File: src/hdl/slbs_pkg.sv
// Shared types, codes and note tables for the status lamp and beep sequencer.
`timescale 1ns / 1ps

package slbs_pkg;

  // Field widths
  localparam int unsigned PeriodW  = 12;
  localparam int unsigned ToneW    = 12;
  localparam int unsigned NoteLenW = 9;

  // Request type codes
  localparam logic [1:0] REQ_TICK    = 2'd0;
  localparam logic [1:0] REQ_MODE    = 2'd1;
  localparam logic [1:0] REQ_CHIRP   = 2'd2;
  localparam logic [1:0] REQ_SILENCE = 2'd3;

  // Lamp mode codes
  localparam logic [2:0] MODE_IDLE    = 3'd0;
  localparam logic [2:0] MODE_GRANTED = 3'd1;
  localparam logic [2:0] MODE_DENIED  = 3'd2;
  localparam logic [2:0] MODE_WORKING = 3'd3;
  localparam logic [2:0] MODE_OFFLINE = 3'd4;
  localparam logic [2:0] MODE_FAULT   = 3'd5;

  // Chirp pattern codes
  localparam logic [1:0] CHIRP_READ   = 2'd0;
  localparam logic [1:0] CHIRP_ACCEPT = 2'd1;
  localparam logic [1:0] CHIRP_REJECT = 2'd2;

  // Configuration register indexes
  localparam logic [1:0] CFG_WORKING = 2'd0;
  localparam logic [1:0] CFG_OFFLINE = 2'd1;
  localparam logic [1:0] CFG_FAULT   = 2'd2;

  // Period register reset values
  localparam logic [PeriodW-1:0] WORKING_PERIOD_RST = 12'd150;
  localparam logic [PeriodW-1:0] OFFLINE_PERIOD_RST = 12'd1200;
  localparam logic [PeriodW-1:0] FAULT_PERIOD_RST   = 12'd200;

  // Input request payload
  typedef struct packed {
    logic [1:0] req_type;
    logic [2:0] mode;
    logic [1:0] chirp;
  } in_t;

  // Result payload
  typedef struct packed {
    logic             green_on;
    logic             red_on;
    logic [ToneW-1:0] tone_hz;
  } out_t;

  // Configuration write port
  typedef struct packed {
    logic               we;
    logic [1:0]         idx;
    logic [PeriodW-1:0] data;
  } cfg_wr_t;

  // Next lamp levels handed from the lamp unit to the result register
  typedef struct packed {
    logic green;
    logic red;
  } lamp_lvl_t;

  // Note frequency in Hz for a pattern and note position; zero is a rest.
  function automatic logic [ToneW-1:0] note_hz(input logic [1:0] pat, input logic [1:0] idx);
    logic [ToneW-1:0] hz;
    case ({pat, idx})
      {CHIRP_READ,   2'd0}: hz = 12'd2200;
      {CHIRP_ACCEPT, 2'd0}: hz = 12'd1800;
      {CHIRP_ACCEPT, 2'd1}: hz = 12'd2600;
      {CHIRP_REJECT, 2'd0}: hz = 12'd420;
      {CHIRP_REJECT, 2'd2}: hz = 12'd420;
      default:              hz = '0;
    endcase
    return hz;
  endfunction

  // Note duration in ticks; positions beyond the pattern read as zero.
  function automatic logic [NoteLenW-1:0] note_len(input logic [1:0] pat,
                                                   input logic [1:0] idx);
    logic [NoteLenW-1:0] len;
    case ({pat, idx})
      {CHIRP_READ,   2'd0}: len = 9'd40;
      {CHIRP_ACCEPT, 2'd0}: len = 9'd90;
      {CHIRP_ACCEPT, 2'd1}: len = 9'd140;
      {CHIRP_REJECT, 2'd0}: len = 9'd180;
      {CHIRP_REJECT, 2'd1}: len = 9'd80;
      {CHIRP_REJECT, 2'd2}: len = 9'd320;
      default:              len = '0;
    endcase
    return len;
  endfunction

  // Number of notes in a pattern.
  function automatic logic [1:0] note_count(input logic [1:0] pat);
    logic [1:0] cnt;
    case (pat)
      CHIRP_READ:   cnt = 2'd1;
      CHIRP_ACCEPT: cnt = 2'd2;
      CHIRP_REJECT: cnt = 2'd3;
      default:      cnt = 2'd0;
    endcase
    return cnt;
  endfunction

endpackage

File: src/hdl/slbs_lamp.sv
// Lamp unit: mode register, blink timer, period registers and lamp levels.
`timescale 1ns / 1ps

module slbs_lamp (
  input  logic                clk_i,
  input  logic                rst_ni,
  input  logic                fire_i,
  input  slbs_pkg::in_t       req_i,
  input  slbs_pkg::cfg_wr_t   cfg_i,
  output slbs_pkg::lamp_lvl_t lvl_o
);

  logic [2:0]                   mode_q, mode_d;
  logic                         phase_q, phase_d;
  logic [slbs_pkg::PeriodW-1:0] elapsed_q, elapsed_d;
  logic                         green_q, green_d;
  logic                         red_q, red_d;
  logic [slbs_pkg::PeriodW-1:0] working_q, offline_q, fault_q;
  logic [slbs_pkg::PeriodW-1:0] period;
  logic [slbs_pkg::PeriodW-1:0] elapsed_inc;
  logic                         due;

  // Period of the current blinking mode and the saturating timer step.
  always_comb begin
    unique case (mode_q)
      slbs_pkg::MODE_OFFLINE: period = offline_q;
      slbs_pkg::MODE_FAULT:   period = fault_q;
      default:                period = working_q;
    endcase
    elapsed_inc = (elapsed_q == '1) ? elapsed_q : elapsed_q + 1'b1;
    due         = (elapsed_inc >= period);
  end

  // Next state for one accepted request.
  always_comb begin
    mode_d    = mode_q;
    phase_d   = phase_q;
    elapsed_d = elapsed_q;
    green_d   = green_q;
    red_d     = red_q;
    if (fire_i) begin
      unique case (req_i.req_type) inside
        slbs_pkg::REQ_TICK: begin
          unique case (mode_q) inside
            slbs_pkg::MODE_IDLE: begin
              green_d = 1'b0;
              red_d   = 1'b0;
            end
            slbs_pkg::MODE_GRANTED: begin
              green_d = 1'b1;
              red_d   = 1'b0;
            end
            slbs_pkg::MODE_DENIED: begin
              green_d = 1'b0;
              red_d   = 1'b1;
            end
            slbs_pkg::MODE_WORKING, slbs_pkg::MODE_OFFLINE, slbs_pkg::MODE_FAULT: begin
              if (due) begin
                phase_d   = ~phase_q;
                elapsed_d = '0;
                if (mode_q == slbs_pkg::MODE_WORKING) begin
                  green_d = ~phase_q;
                  red_d   = phase_q;
                end else begin
                  green_d = 1'b0;
                  red_d   = ~phase_q;
                end
              end else begin
                elapsed_d = elapsed_inc;
              end
            end
            default: begin
              // Undefined modes leave the lamps and the timer alone.
            end
          endcase
        end
        slbs_pkg::REQ_MODE: begin
          if (req_i.mode != mode_q) begin
            mode_d    = req_i.mode;
            phase_d   = 1'b0;
            elapsed_d = '0;
          end
        end
        slbs_pkg::REQ_CHIRP, slbs_pkg::REQ_SILENCE: begin
          // Tone requests do not touch the lamps.
        end
        default: begin
        end
      endcase
    end
  end

  // State and configuration registers.
  always_ff @(posedge clk_i or negedge rst_ni) begin
    if (!rst_ni) begin
      mode_q    <= slbs_pkg::MODE_IDLE;
      phase_q   <= 1'b0;
      elapsed_q <= '0;
      green_q   <= 1'b0;
      red_q     <= 1'b0;
      working_q <= slbs_pkg::WORKING_PERIOD_RST;
      offline_q <= slbs_pkg::OFFLINE_PERIOD_RST;
      fault_q   <= slbs_pkg::FAULT_PERIOD_RST;
    end else begin
      mode_q    <= mode_d;
      phase_q   <= phase_d;
      elapsed_q <= elapsed_d;
      green_q   <= green_d;
      red_q     <= red_d;
      if (cfg_i.we) begin
        unique case (cfg_i.idx)
          slbs_pkg::CFG_WORKING: working_q <= cfg_i.data;
          slbs_pkg::CFG_OFFLINE: offline_q <= cfg_i.data;
          slbs_pkg::CFG_FAULT:   fault_q   <= cfg_i.data;
          default: begin
            // Writes beyond the register list are dropped.
          end
        endcase
      end
    end
  end

  assign lvl_o.green = green_d;
  assign lvl_o.red   = red_d;

  // A real mode change restarts the blink timer from phase zero.
  a_mode_change_clears: assert property (@(posedge clk_i) disable iff (!rst_ni)
    fire_i && req_i.req_type == slbs_pkg::REQ_MODE && req_i.mode != mode_q
    |=> elapsed_q == '0 && !phase_q)
    else $error("mode change did not clear the blink timer");

  // A tick in idle mode turns both lamps off.
  a_idle_dark: assert property (@(posedge clk_i) disable iff (!rst_ni)
    fire_i && req_i.req_type == slbs_pkg::REQ_TICK && mode_q == slbs_pkg::MODE_IDLE
    |=> !green_q && !red_q)
    else $error("idle tick left a lamp lit");

endmodule

File: src/hdl/slbs_tone.sv
// Tone unit: chirp note sequencer driving the buzzer frequency.
`timescale 1ns / 1ps

module slbs_tone (
  input  logic                       clk_i,
  input  logic                       rst_ni,
  input  logic                       fire_i,
  input  slbs_pkg::in_t              req_i,
  output logic [slbs_pkg::ToneW-1:0] tone_o
);

  logic                          running_q, running_d;
  logic [1:0]                    pat_q, pat_d;
  logic [1:0]                    idx_q, idx_d;
  logic [slbs_pkg::NoteLenW-1:0] elapsed_q, elapsed_d;
  logic [slbs_pkg::ToneW-1:0]    level_q, level_d;
  logic [slbs_pkg::NoteLenW-1:0] elapsed_inc;
  logic [1:0]                    idx_next;

  assign elapsed_inc = (elapsed_q == '1) ? elapsed_q : elapsed_q + 1'b1;
  assign idx_next    = idx_q + 2'd1;

  // Next state for one accepted request.
  always_comb begin
    running_d = running_q;
    pat_d     = pat_q;
    idx_d     = idx_q;
    elapsed_d = elapsed_q;
    level_d   = level_q;
    if (fire_i) begin
      unique case (req_i.req_type)
        slbs_pkg::REQ_TICK: begin
          if (running_q) begin
            elapsed_d = elapsed_inc;
            if (elapsed_inc >= slbs_pkg::note_len(pat_q, idx_q)) begin
              idx_d = idx_next;
              if (idx_next >= slbs_pkg::note_count(pat_q)) begin
                level_d   = '0;
                running_d = 1'b0;
              end else begin
                level_d   = slbs_pkg::note_hz(pat_q, idx_next);
                elapsed_d = '0;
              end
            end
          end
        end
        slbs_pkg::REQ_CHIRP: begin
          if (req_i.chirp <= slbs_pkg::CHIRP_REJECT) begin
            pat_d     = req_i.chirp;
            idx_d     = 2'd0;
            elapsed_d = '0;
            running_d = 1'b1;
            level_d   = slbs_pkg::note_hz(req_i.chirp, 2'd0);
          end
        end
        slbs_pkg::REQ_SILENCE: begin
          running_d = 1'b0;
          level_d   = '0;
        end
        slbs_pkg::REQ_MODE: begin
          // Mode requests do not touch the tone.
        end
        default: begin
        end
      endcase
    end
  end

  // Sequencer state.
  always_ff @(posedge clk_i or negedge rst_ni) begin
    if (!rst_ni) begin
      running_q <= 1'b0;
      pat_q     <= slbs_pkg::CHIRP_READ;
      idx_q     <= 2'd0;
      elapsed_q <= '0;
      level_q   <= '0;
    end else begin
      running_q <= running_d;
      pat_q     <= pat_d;
      idx_q     <= idx_d;
      elapsed_q <= elapsed_d;
      level_q   <= level_d;
    end
  end

  assign tone_o = level_d;

  // The buzzer is only driven while a sequence is running.
  a_silent_when_stopped: assert property (@(posedge clk_i) disable iff (!rst_ni)
    !running_q |-> level_q == '0)
    else $error("tone level set while no sequence runs");

  // A silence request stops the sequence.
  a_silence_stops: assert property (@(posedge clk_i) disable iff (!rst_ni)
    fire_i && req_i.req_type == slbs_pkg::REQ_SILENCE |=> !running_q)
    else $error("silence request left the sequence running");

endmodule

File: src/hdl/status_lamp_and_beep_sequencer.sv
// Top level of the status lamp and beep sequencer: handshake and result register.
`timescale 1ns / 1ps

// Every accepted request (a one-millisecond tick, a mode change, a chirp start
// or a silence) yields exactly one result holding the green and red lamp levels
// and the buzzer frequency after that request. A request is taken whenever the
// result register is free or being emptied: the lamp and tone units update their
// state in the cycle of acceptance and the result appears from the result
// register in the cycle after. The result register takes a new request while the
// previous result is being taken, so the block sustains one request per cycle and
// stalls only while a result is held back. The user must write period registers through
// the configuration port only while no request is in flight; the block does not enforce it.

module status_lamp_and_beep_sequencer (
  input  logic                         clk_i,
  input  logic                         rst_ni,
  input  logic                         in_valid_i,
  output logic                         in_ready_o,
  input  slbs_pkg::in_t                in_data_i,
  output logic                         out_valid_o,
  input  logic                         out_ready_i,
  output slbs_pkg::out_t               out_data_o,
  input  logic                         cfg_we_i,
  input  logic [1:0]                   cfg_idx_i,
  input  logic [slbs_pkg::PeriodW-1:0] cfg_data_i
);

  logic                       in_fire;
  logic                       out_valid_q;
  slbs_pkg::out_t             out_q;
  slbs_pkg::cfg_wr_t          cfg;
  slbs_pkg::lamp_lvl_t        lvl;
  logic [slbs_pkg::ToneW-1:0] tone;

  // A request is taken whenever the result register is free or being emptied.
  assign in_ready_o = !out_valid_q || out_ready_i;
  assign in_fire    = in_valid_i && in_ready_o;

  assign cfg.we   = cfg_we_i;
  assign cfg.idx  = cfg_idx_i;
  assign cfg.data = cfg_data_i;

  slbs_lamp u_lamp (
    .clk_i  (clk_i),
    .rst_ni (rst_ni),
    .fire_i (in_fire),
    .req_i  (in_data_i),
    .cfg_i  (cfg),
    .lvl_o  (lvl)
  );

  slbs_tone u_tone (
    .clk_i  (clk_i),
    .rst_ni (rst_ni),
    .fire_i (in_fire),
    .req_i  (in_data_i),
    .tone_o (tone)
  );

  // Result valid flag.
  always_ff @(posedge clk_i or negedge rst_ni) begin
    if (!rst_ni) begin
      out_valid_q <= 1'b0;
    end else if (in_ready_o) begin
      out_valid_q <= in_valid_i;
    end
  end

  // Result payload.
  always_ff @(posedge clk_i) begin
    if (in_fire) begin
      out_q.green_on <= lvl.green;
      out_q.red_on   <= lvl.red;
      out_q.tone_hz  <= tone;
    end
  end

  assign out_valid_o = out_valid_q;
  assign out_data_o  = out_q;

  // Every accepted request leaves a result behind it.
  a_fire_gives_result: assert property (@(posedge clk_i) disable iff (!rst_ni)
    in_fire |=> out_valid_q)
    else $error("accepted request produced no result");

  // A silence request always reports a silent buzzer.
  a_silence_result: assert property (@(posedge clk_i) disable iff (!rst_ni)
    in_fire && in_data_i.req_type == slbs_pkg::REQ_SILENCE |=> out_q.tone_hz == '0)
    else $error("silence request reported a tone");

endmodule
File: config.mk
export PLATFORM = sky130hd
export DESIGN_NAME = status_lamp_and_beep_sequencer
export DESIGN_NICKNAME = d
export VERILOG_FILES = /design/src/hdl/slbs_pkg.sv /design/src/hdl/slbs_lamp.sv /design/src/hdl/slbs_tone.sv /design/src/hdl/status_lamp_and_beep_sequencer.sv
export SDC_FILE = /design/constraint.sdc
export NUM_CORES = 1
export LEC_CHECK = 0
export BUFFER_PORTS_ARGS = -buffer_cell sky130_fd_sc_hd__buf_2
export CAP_MARGIN = 20
export CORE_MARGIN = 2
export CORE_UTILIZATION = 50
export DETAILED_ROUTE_END_ITERATION = 16
export PLACE_DENSITY = 0.69
export SLEW_MARGIN = 20
export SYNTH_ARGS = -nofsm -noshare
export SYNTH_HDL_FRONTEND = slang
export SYNTH_HIERARCHICAL = 1
export SYNTH_SLANG_ARGS = --single-unit
File: constraint.sdc
create_clock -name clk_i -period 4.28 [get_ports clk_i]
set_input_delay 0.428 -clock clk_i [delete_from_list [all_inputs] [get_ports clk_i]]
set_output_delay 0.428 -clock clk_i [all_outputs]
set_load 0.1 [all_outputs]
==> impl_metrics.py, run 1 <==
metrics = {
    "power": {
        "leakagePower_uw": 0.00284,
        "power_density_nw_per_um2": 480,
        "p_sw_frac": 0.357,
        "power_uw": 2970,
        "pwr-share-comb": 0.332,
        "irDropWorstVdd_mv": 0.243,
        "clkPwrFrac": 0.262,
        "p_int_uw": 1910,
        "p_switching_uw": 1060,
        "seqPwrFrac": 0.406,
    },
    "worst_setup_path": {
        "path_max_fanout": 15,
        "endpoint_kind": "register",
        "arrival_ns": 4.11,
        "ff2ff_path_depth": 12,
        "path_class": "register to register",
        "r2r-end": "u_lamp/elapsed_q[3]",
        "reg2reg_slack_ns": 0.42,
        "required_ns": 4.53,
        "r2r_start": "u_lamp/elapsed_q[0]",
        "cp-endpoint": "u_lamp/elapsed_q[3]",
        "crit_start": "u_lamp/elapsed_q[0]",
        "crit_path_start_kind": "register",
    },
    "floorplanning": {
        "start_util": 0.516,
        "core-area_um2": 10900,
        "fp.dieArea_um2": 12100,
        "die_h_um": 110,
        "io_pins": 42,
        "dieWidth_um": 110,
        "rows": 38,
    },
    "global_routing": {
        "grt_max_degree": 42,
        "antenna_found_initial": 0,
        "groute.usage.overall": 0.212,
        "grt_pass1_vias": 4093,
        "grt_pass1_wl_um": 19700,
        "gr-total-overflow": 0,
    },
    "timing": {
        "finalMaxSlewViolations": 0,
        "finClkSkew_ns": 0.00491,
        "setup_viol": 0,
        "rsz0062_at_grt": "no",
        "setup_slack_ns": 0.420,
        "final.min_clock_period_ns": 3.86,
        "tns_ns": 0,
        "worstMarginPinSlew_ns": 0.836,
        "finalCritPeriodShare": 0.902,
        "final_hold_viol_count": 0,
        "fmax_ghz": 0.259,
        "relSlewSlack": 0.441,
    },
    "flow_run": {
        "maxCapViolCount": 0,
    },
    "synth": {
        "ys_async_sr_fraction": 0.853,
        "ys_seq_elements": 95,
        "syn_avg_cell_area_um2": 10.4,
        "syn_inst": 540,
        "synth_seq_area_share": 0.436,
        "synthesis.area_um2": 5640,
        "synth-edff-count": 14,
        "syn-num-nets": 605,
        "synth_ff_type": "dfrtp_1",
        "yosys_warnings": 6,
        "synth_cell_types": 68,
    },
    "detailed_routing": {
        "vias_per_cell": 5.81,
        "initialDrtViolationCount": 229,
        "first_pass_iters": 5,
        "wl_per_cell_um": 16.7,
        "vias": 4172,
        "postRouteAntennaNets": 0,
        "drc": 0,
        "totalWireLength_um": 12000,
    },
    "cells_and_area": {
        "nets": 638,
        "antenna_cells": 0,
        "most-common-layout-cells": "70 x dfrtp_1, 46 x nand2_1, 41 x a21oi_1",
        "syn2layout_area_growth_pct": 9.83,
        "layout_commonest_cell": "dfrtp_1",
        "drive_above_1_share": 0.235,
        "final_area_um2": 6190,
    },
    "clock_tree": {
        "cts-root-buf": "clkbuf_16",
        "cts_hold_buf": 0,
        "htree_levels": 3,
        "cts_setup_buffers": 0,
        "clk_latency_ns": 0.34,
        "cts_tree": "done",
        "cts_buffers": 9,
        "path_clk_slew_ns": 0.07,
        "clkSinkCount": 95,
        "cts.repair.resized": 0,
        "cts_buffer_depth": 2,
    },
    "placement": {
        "dpl_cell_area_um2": 5910,
        "hpwl_um": 8570,
        "portBuffers": 41,
        "gp_congestion": 0.856,
        "post-place-ws_ns": 0.496,
    },
    "hold_path": {
        "hp-class": "input port to async pin",
    },
    "status": {
        "status": "complete, no violations",
    },
}
-- worst min path at each step --
| stage | startpoint | end | slack, ns | cells past startpoint |
|---|---|---|---|---|
| after detailed placement | rst_ni | u_tone/level_q[7] | 0.46 | 1 |
| after floorplan | rst_ni | out_valid_o | 0.13 | 0 |
| after global routing | rst_ni | u_tone/level_q[7] | 0.11 | 1 |
| after global placement | rst_ni | u_tone/level_q[1] | 0.45 | 1 |
| final | rst_ni | u_tone/level_q[7] | 0.07 | 1 |
| after CTS | rst_ni | u_tone/level_q[8] | 0.09 | 1 |
-- critical path: stages, from the launching register on --
cell and delay (ns):
dfrtp_1 0.42, ha_1 0.22, nand2_1 0.08, nor3_1 0.43
nand4_2 0.32, xnor2_1 0.30, ha_1 0.27, nand2b_4 0.14
a2111oi_2 0.35, nor4_1 0.16, nor4b_4 0.68, o21ai_0 0.18
a31oi_1 0.23
-- area by class of cell --
| cell class | count | area (um^2) |
|---|---|---|
| clock buffer | 12 | 258 |
| clock inverter | 4 | 27.5 |
| fill | 913 | 4740 |
| inverter | 24 | 90.1 |
| multi-input combinational | 397 | 2940 |
| sequential | 95 | 2460 |
| tap | 140 | 175 |
| timing repair buffer | 46 | 245 |
-- per-stage QoR --
| step | instances | util | hold slack, ns |
|---|---|---|---|
| CTS | 718 | 0.566 | 0.0930 |
| floorplan | 540 | - | 0.132 |
| detailed placement | 702 | 0.540 | 0.458 |
| global placement | 702 | 0.540 | 0.448 |
| global route | 718 | 0.566 | 0.109 |
| finish | 718 | 0.566 | 0.0696 |
-- state kept, by name, summed over array words and instances, names as in the netlist --
signal,cells
u_lamp/working_q,12
u_lamp/offline_q,12
u_tone/level_q,12
out_valid_o,1
u_lamp/green_q,1
u_lamp/red_q,1
u_tone/idx_q,2
u_tone/running_q,1
u_tone/pat_q,2
u_lamp/mode_q,3
u_lamp/phase_q,1
u_tone/elapsed_q,9
out_data_o,14
u_lamp/elapsed_q,12
u_lamp/fault_q,12
-- synthesized netlist by cell type (9+ instances only) --
cell / count / area share
a21oi_1: 41 / 0.036
a31oi_1: 18 / 0.020
clkbuf_1: 9 / 0.0060
dfrtp_1: 70 / 0.31
dfstp_2: 11 / 0.051
edfxtp_1: 14 / 0.075
ha_1: 39 / 0.087
inv_1: 24 / 0.016
mux2_2: 39 / 0.078
mux2i_1: 14 / 0.025
nand2_1: 46 / 0.031
nand2b_1: 10 / 0.011
nand3_1: 11 / 0.0098
nor2_1: 36 / 0.024
o21ai_0: 20 / 0.018
-- cell families (layout without fill, tap and decap cells) --
kind of cell / Yosys count / after routing / synth area share
AOI/OAI and AO/OA: 136 / 136 / 0.165
and+or+nand+nor: 158 / 158 / 0.150
buffers and inverters: 48 / 86 / 0.0428
xor gates and xnor gates: 11 / 11 / 0.0171
muxes: 53 / 53 / 0.103
DFF: 95 / 95 / 0.436
adders and majority gates: 39 / 39 / 0.0865
-- power groups by stage --
stage          clock network (uW)  registers (uW)  logic, uW
5_1_grt                       834            1220       1090
3_3_place_gp                    0            1210        951
2_1_floorplan                   0            1290        711
4_1_cts                       802            1200        988
3_5_place_dp                    0            1220        982
6_report                      778            1210        988
-- per-layer routing --
layer / global-route usage / wire [um] / vias to the layer above
li1: - / - / 2030
met1: 0.259 / 5250 / 2054
met2: 0.370 / 6140 / 76
met3: 0.0470 / 459 / 12
met4: 0.0732 / 158 / 0
met5: 0 / 0 / -
(Power assumes the default switching activity.)
==> run 2, diff against run 1 <==
--- a/config.mk
+++ b/config.mk
@@ -7,11 +7,11 @@
 export LEC_CHECK = 0
 export BUFFER_PORTS_ARGS = -buffer_cell sky130_fd_sc_hd__buf_2
 export CAP_MARGIN = 20
-export CORE_MARGIN = 2
 export CORE_UTILIZATION = 50
+export CTS_BUF_LIST = sky130_fd_sc_hd__clkbuf_2
 export DETAILED_ROUTE_END_ITERATION = 16
 export PLACE_DENSITY = 0.69
-export SLEW_MARGIN = 20
+export SLEW_MARGIN = 40
 export SYNTH_ARGS = -nofsm -noshare
 export SYNTH_HDL_FRONTEND = slang
 export SYNTH_HIERARCHICAL = 1
==> run 2 against run 1 <==
Against the previous run:
- global-route usage increased by 0.87 points
- sequential power about the same
- final area about the same
- sequential share of layout area about the same
- highest routed layer unchanged
==> impl_metrics.py, run 2 (synthesized netlist as in run 1, its figures left out) <==
metrics = {
    "timing": {
        "worstMarginPinSlew_ns": 0.777,
        "tns_ns": 0,
        "relSlewSlack": 0.480,
        "finClkSkew_ns": 0.0312,
        "rsz0062_at_grt": "no",
        "fmax_ghz": 0.261,
        "setup_viol": 0,
        "final_hold_viol_count": 0,
        "finalMaxSlewViolations": 0,
        "final.min_clock_period_ns": 3.84,
        "finalCritPeriodShare": 0.896,
    },
    "clock_tree": {
        "cts_buffer_depth": 2,
        "clk_latency_ns": 0.59,
        "path_clk_slew_ns": 0.26,
        "cts_setup_buffers": 0,
        "cts-root-buf": "clkbuf_2",
        "cts_hold_buf": 3,
        "cts_tree": "done",
        "cts.repair.resized": 0,
        "clkSinkCount": 95,
        "cts_buffers": 9,
        "htree_levels": 3,
    },
    "detailed_routing": {
        "initialDrtViolationCount": 178,
        "drc": 0,
        "first_pass_iters": 5,
        "totalWireLength_um": 11800,
        "postRouteAntennaNets": 0,
        "vias": 4244,
        "vias_per_cell": 5.81,
        "wl_per_cell_um": 16.2,
    },
    "worst_setup_path": {
        "ff2ff_path_depth": 13,
        "path_cells": "ha_1 -> nand2_1 -> nor3_1 -> and4_1 -> nor3b_1 -> or2_2 -> ha_1 -> o21a_1 -> nor2_1 -> nor4_1 -> or3_1 -> o21ai_0 -> a22o_1",
        "arrival_ns": 4.20,
        "required_ns": 4.64,
        "critical_path.most_common_cell": "ha_1",
        "cp-endpoint": "out_data_o[13]",
        "r2r-end": "out_data_o[13]",
        "reg2reg_slack_ns": 0.44,
        "crit_path_start_kind": "register",
        "path_class": "register to register",
        "slowest_stage": "nor4_1",
        "crit_path_max_incr_delay_ns": 0.61,
        "r2r_start": "u_lamp/elapsed_q[0]",
        "endpoint_kind": "register",
        "crit_start": "u_lamp/elapsed_q[0]",
        "path_max_fanout": 8,
    },
    "power": {
        "irDropWorstVdd_mv": 0.281,
        "power_uw": 2730,
        "power_density_nw_per_um2": 441,
        "leakagePower_uw": 0.00284,
    },
    "global_routing": {
        "grt_pass1_vias": 4189,
        "grt_max_degree": 82,
        "groute.usage.overall": 0.221,
        "grt_pass1_wl_um": 19900,
        "antenna_found_initial": 0,
        "gr-total-overflow": 0,
    },
    "floorplanning": {
        "fp.dieArea_um2": 11700,
        "core-area_um2": 10900,
        "dieWidth_um": 108,
        "rows": 38,
        "io_pins": 42,
        "die_h_um": 108,
        "start_util": 0.516,
    },
    "cells_and_area": {
        "nets": 651,
        "n_fill_cell": 984,
        "most-common-layout-cells": "70 x dfrtp_1, 46 x nand2_1, 41 x a21oi_1",
        "antenna_cells": 0,
        "largest_reg_flops": 14,
        "drive_above_1_share": 0.234,
        "regArea_um2": 2460,
        "syn2layout_area_growth_pct": 9.90,
        "multi_input_area_um2": 2940,
        "layout_commonest_cell": "dfrtp_1",
    },
    "placement": {
        "portBuffers": 41,
        "gp_congestion": 0.842,
        "hpwl_um": 8370,
    },
    "flow_run": {
        "maxCapViolCount": 0,
    },
    "status": {
        "status": "complete, no violations",
    },
    "hold_path": {
        "hp-class": "input port to register",
    },
}
==> run 2: changes by cell type in the layout (fill, tap and decap cells not counted), sizes merged <==
cell         delta
buf             -2
dlygate4sd3    +14
clkbuf          -2
inv             +2
clkinv          -1
bufinv          +2
==> run 2: report_power, final <==
| part | leakage, uW | internal, uW | total (uW) | switching [uW] |
|---|---|---|---|---|
| Clock | 0.0000907 | 204 | 535 | 331 |
| Sequential | 0.00115 | 1090 | 1200 | 114 |
| Combinational | 0.00160 | 400 | 997 | 598 |
==> run 2: metal layers <==
layer  GRT usage  share of wire
met3      0.0561          0.038
met5           0              0
met2       0.381           0.51
met1       0.269           0.44
met4      0.0724          0.017
==> run 2: area by class of cell <==
| type | count | area share |
|---|---|---|
| clock inverters | 7 | 0.0166 |
| inverters | 24 | 0.0145 |
| well taps | 140 | 0.0283 |
| multi-input cells | 397 | 0.474 |
| repair buffers | 59 | 0.0620 |
| clock buffers | 9 | 0.00727 |
| flip-flops and latches | 95 | 0.397 |
==> run 2: worst max-delay path: cells and delay by family, from the launching register on <==
| kind | cells | cell delay [ns] |
|---|---|---|
| fa+ha+maj | 2 | 0.50 |
| compound gates | 3 | 0.48 |
| simple gates | 8 | 2.15 |
| flops | 1 | 0.49 |
==> run 2: worst min-delay path by stage <==
stage / start / end / slack [ns] / depth (start not counted)
CTS: cfg_data_i[4] / u_lamp/fault_q[4] / 0.002 / 2
global placement: u_lamp/phase_q / u_lamp/phase_q / 0.47 / 1
detailed placement: u_lamp/phase_q / u_lamp/phase_q / 0.49 / 1
floorplan: rst_ni / out_valid_o / 0.13 / 0
finish: cfg_data_i[9] / u_lamp/fault_q[9] / 0.1 / 2
global route: in_data_i[4] / u_lamp/mode_q[2] / 0.009 / 2
==> run 2: metrics by stage <==
step                      setup slack, ns  std cells  utilization  cell area (um^2)  hold slack, ns
after floorplan                     0.737        540            -              5640           0.132
after global placement              0.631        701        0.540              5900           0.474
after detailed placement            0.492        701        0.540              5900           0.488
after CTS                           0.448        720        0.556              6080         0.00175
after global routing                0.148        731        0.567              6200         0.00879
final                               0.444        731        0.567              6200          0.0962
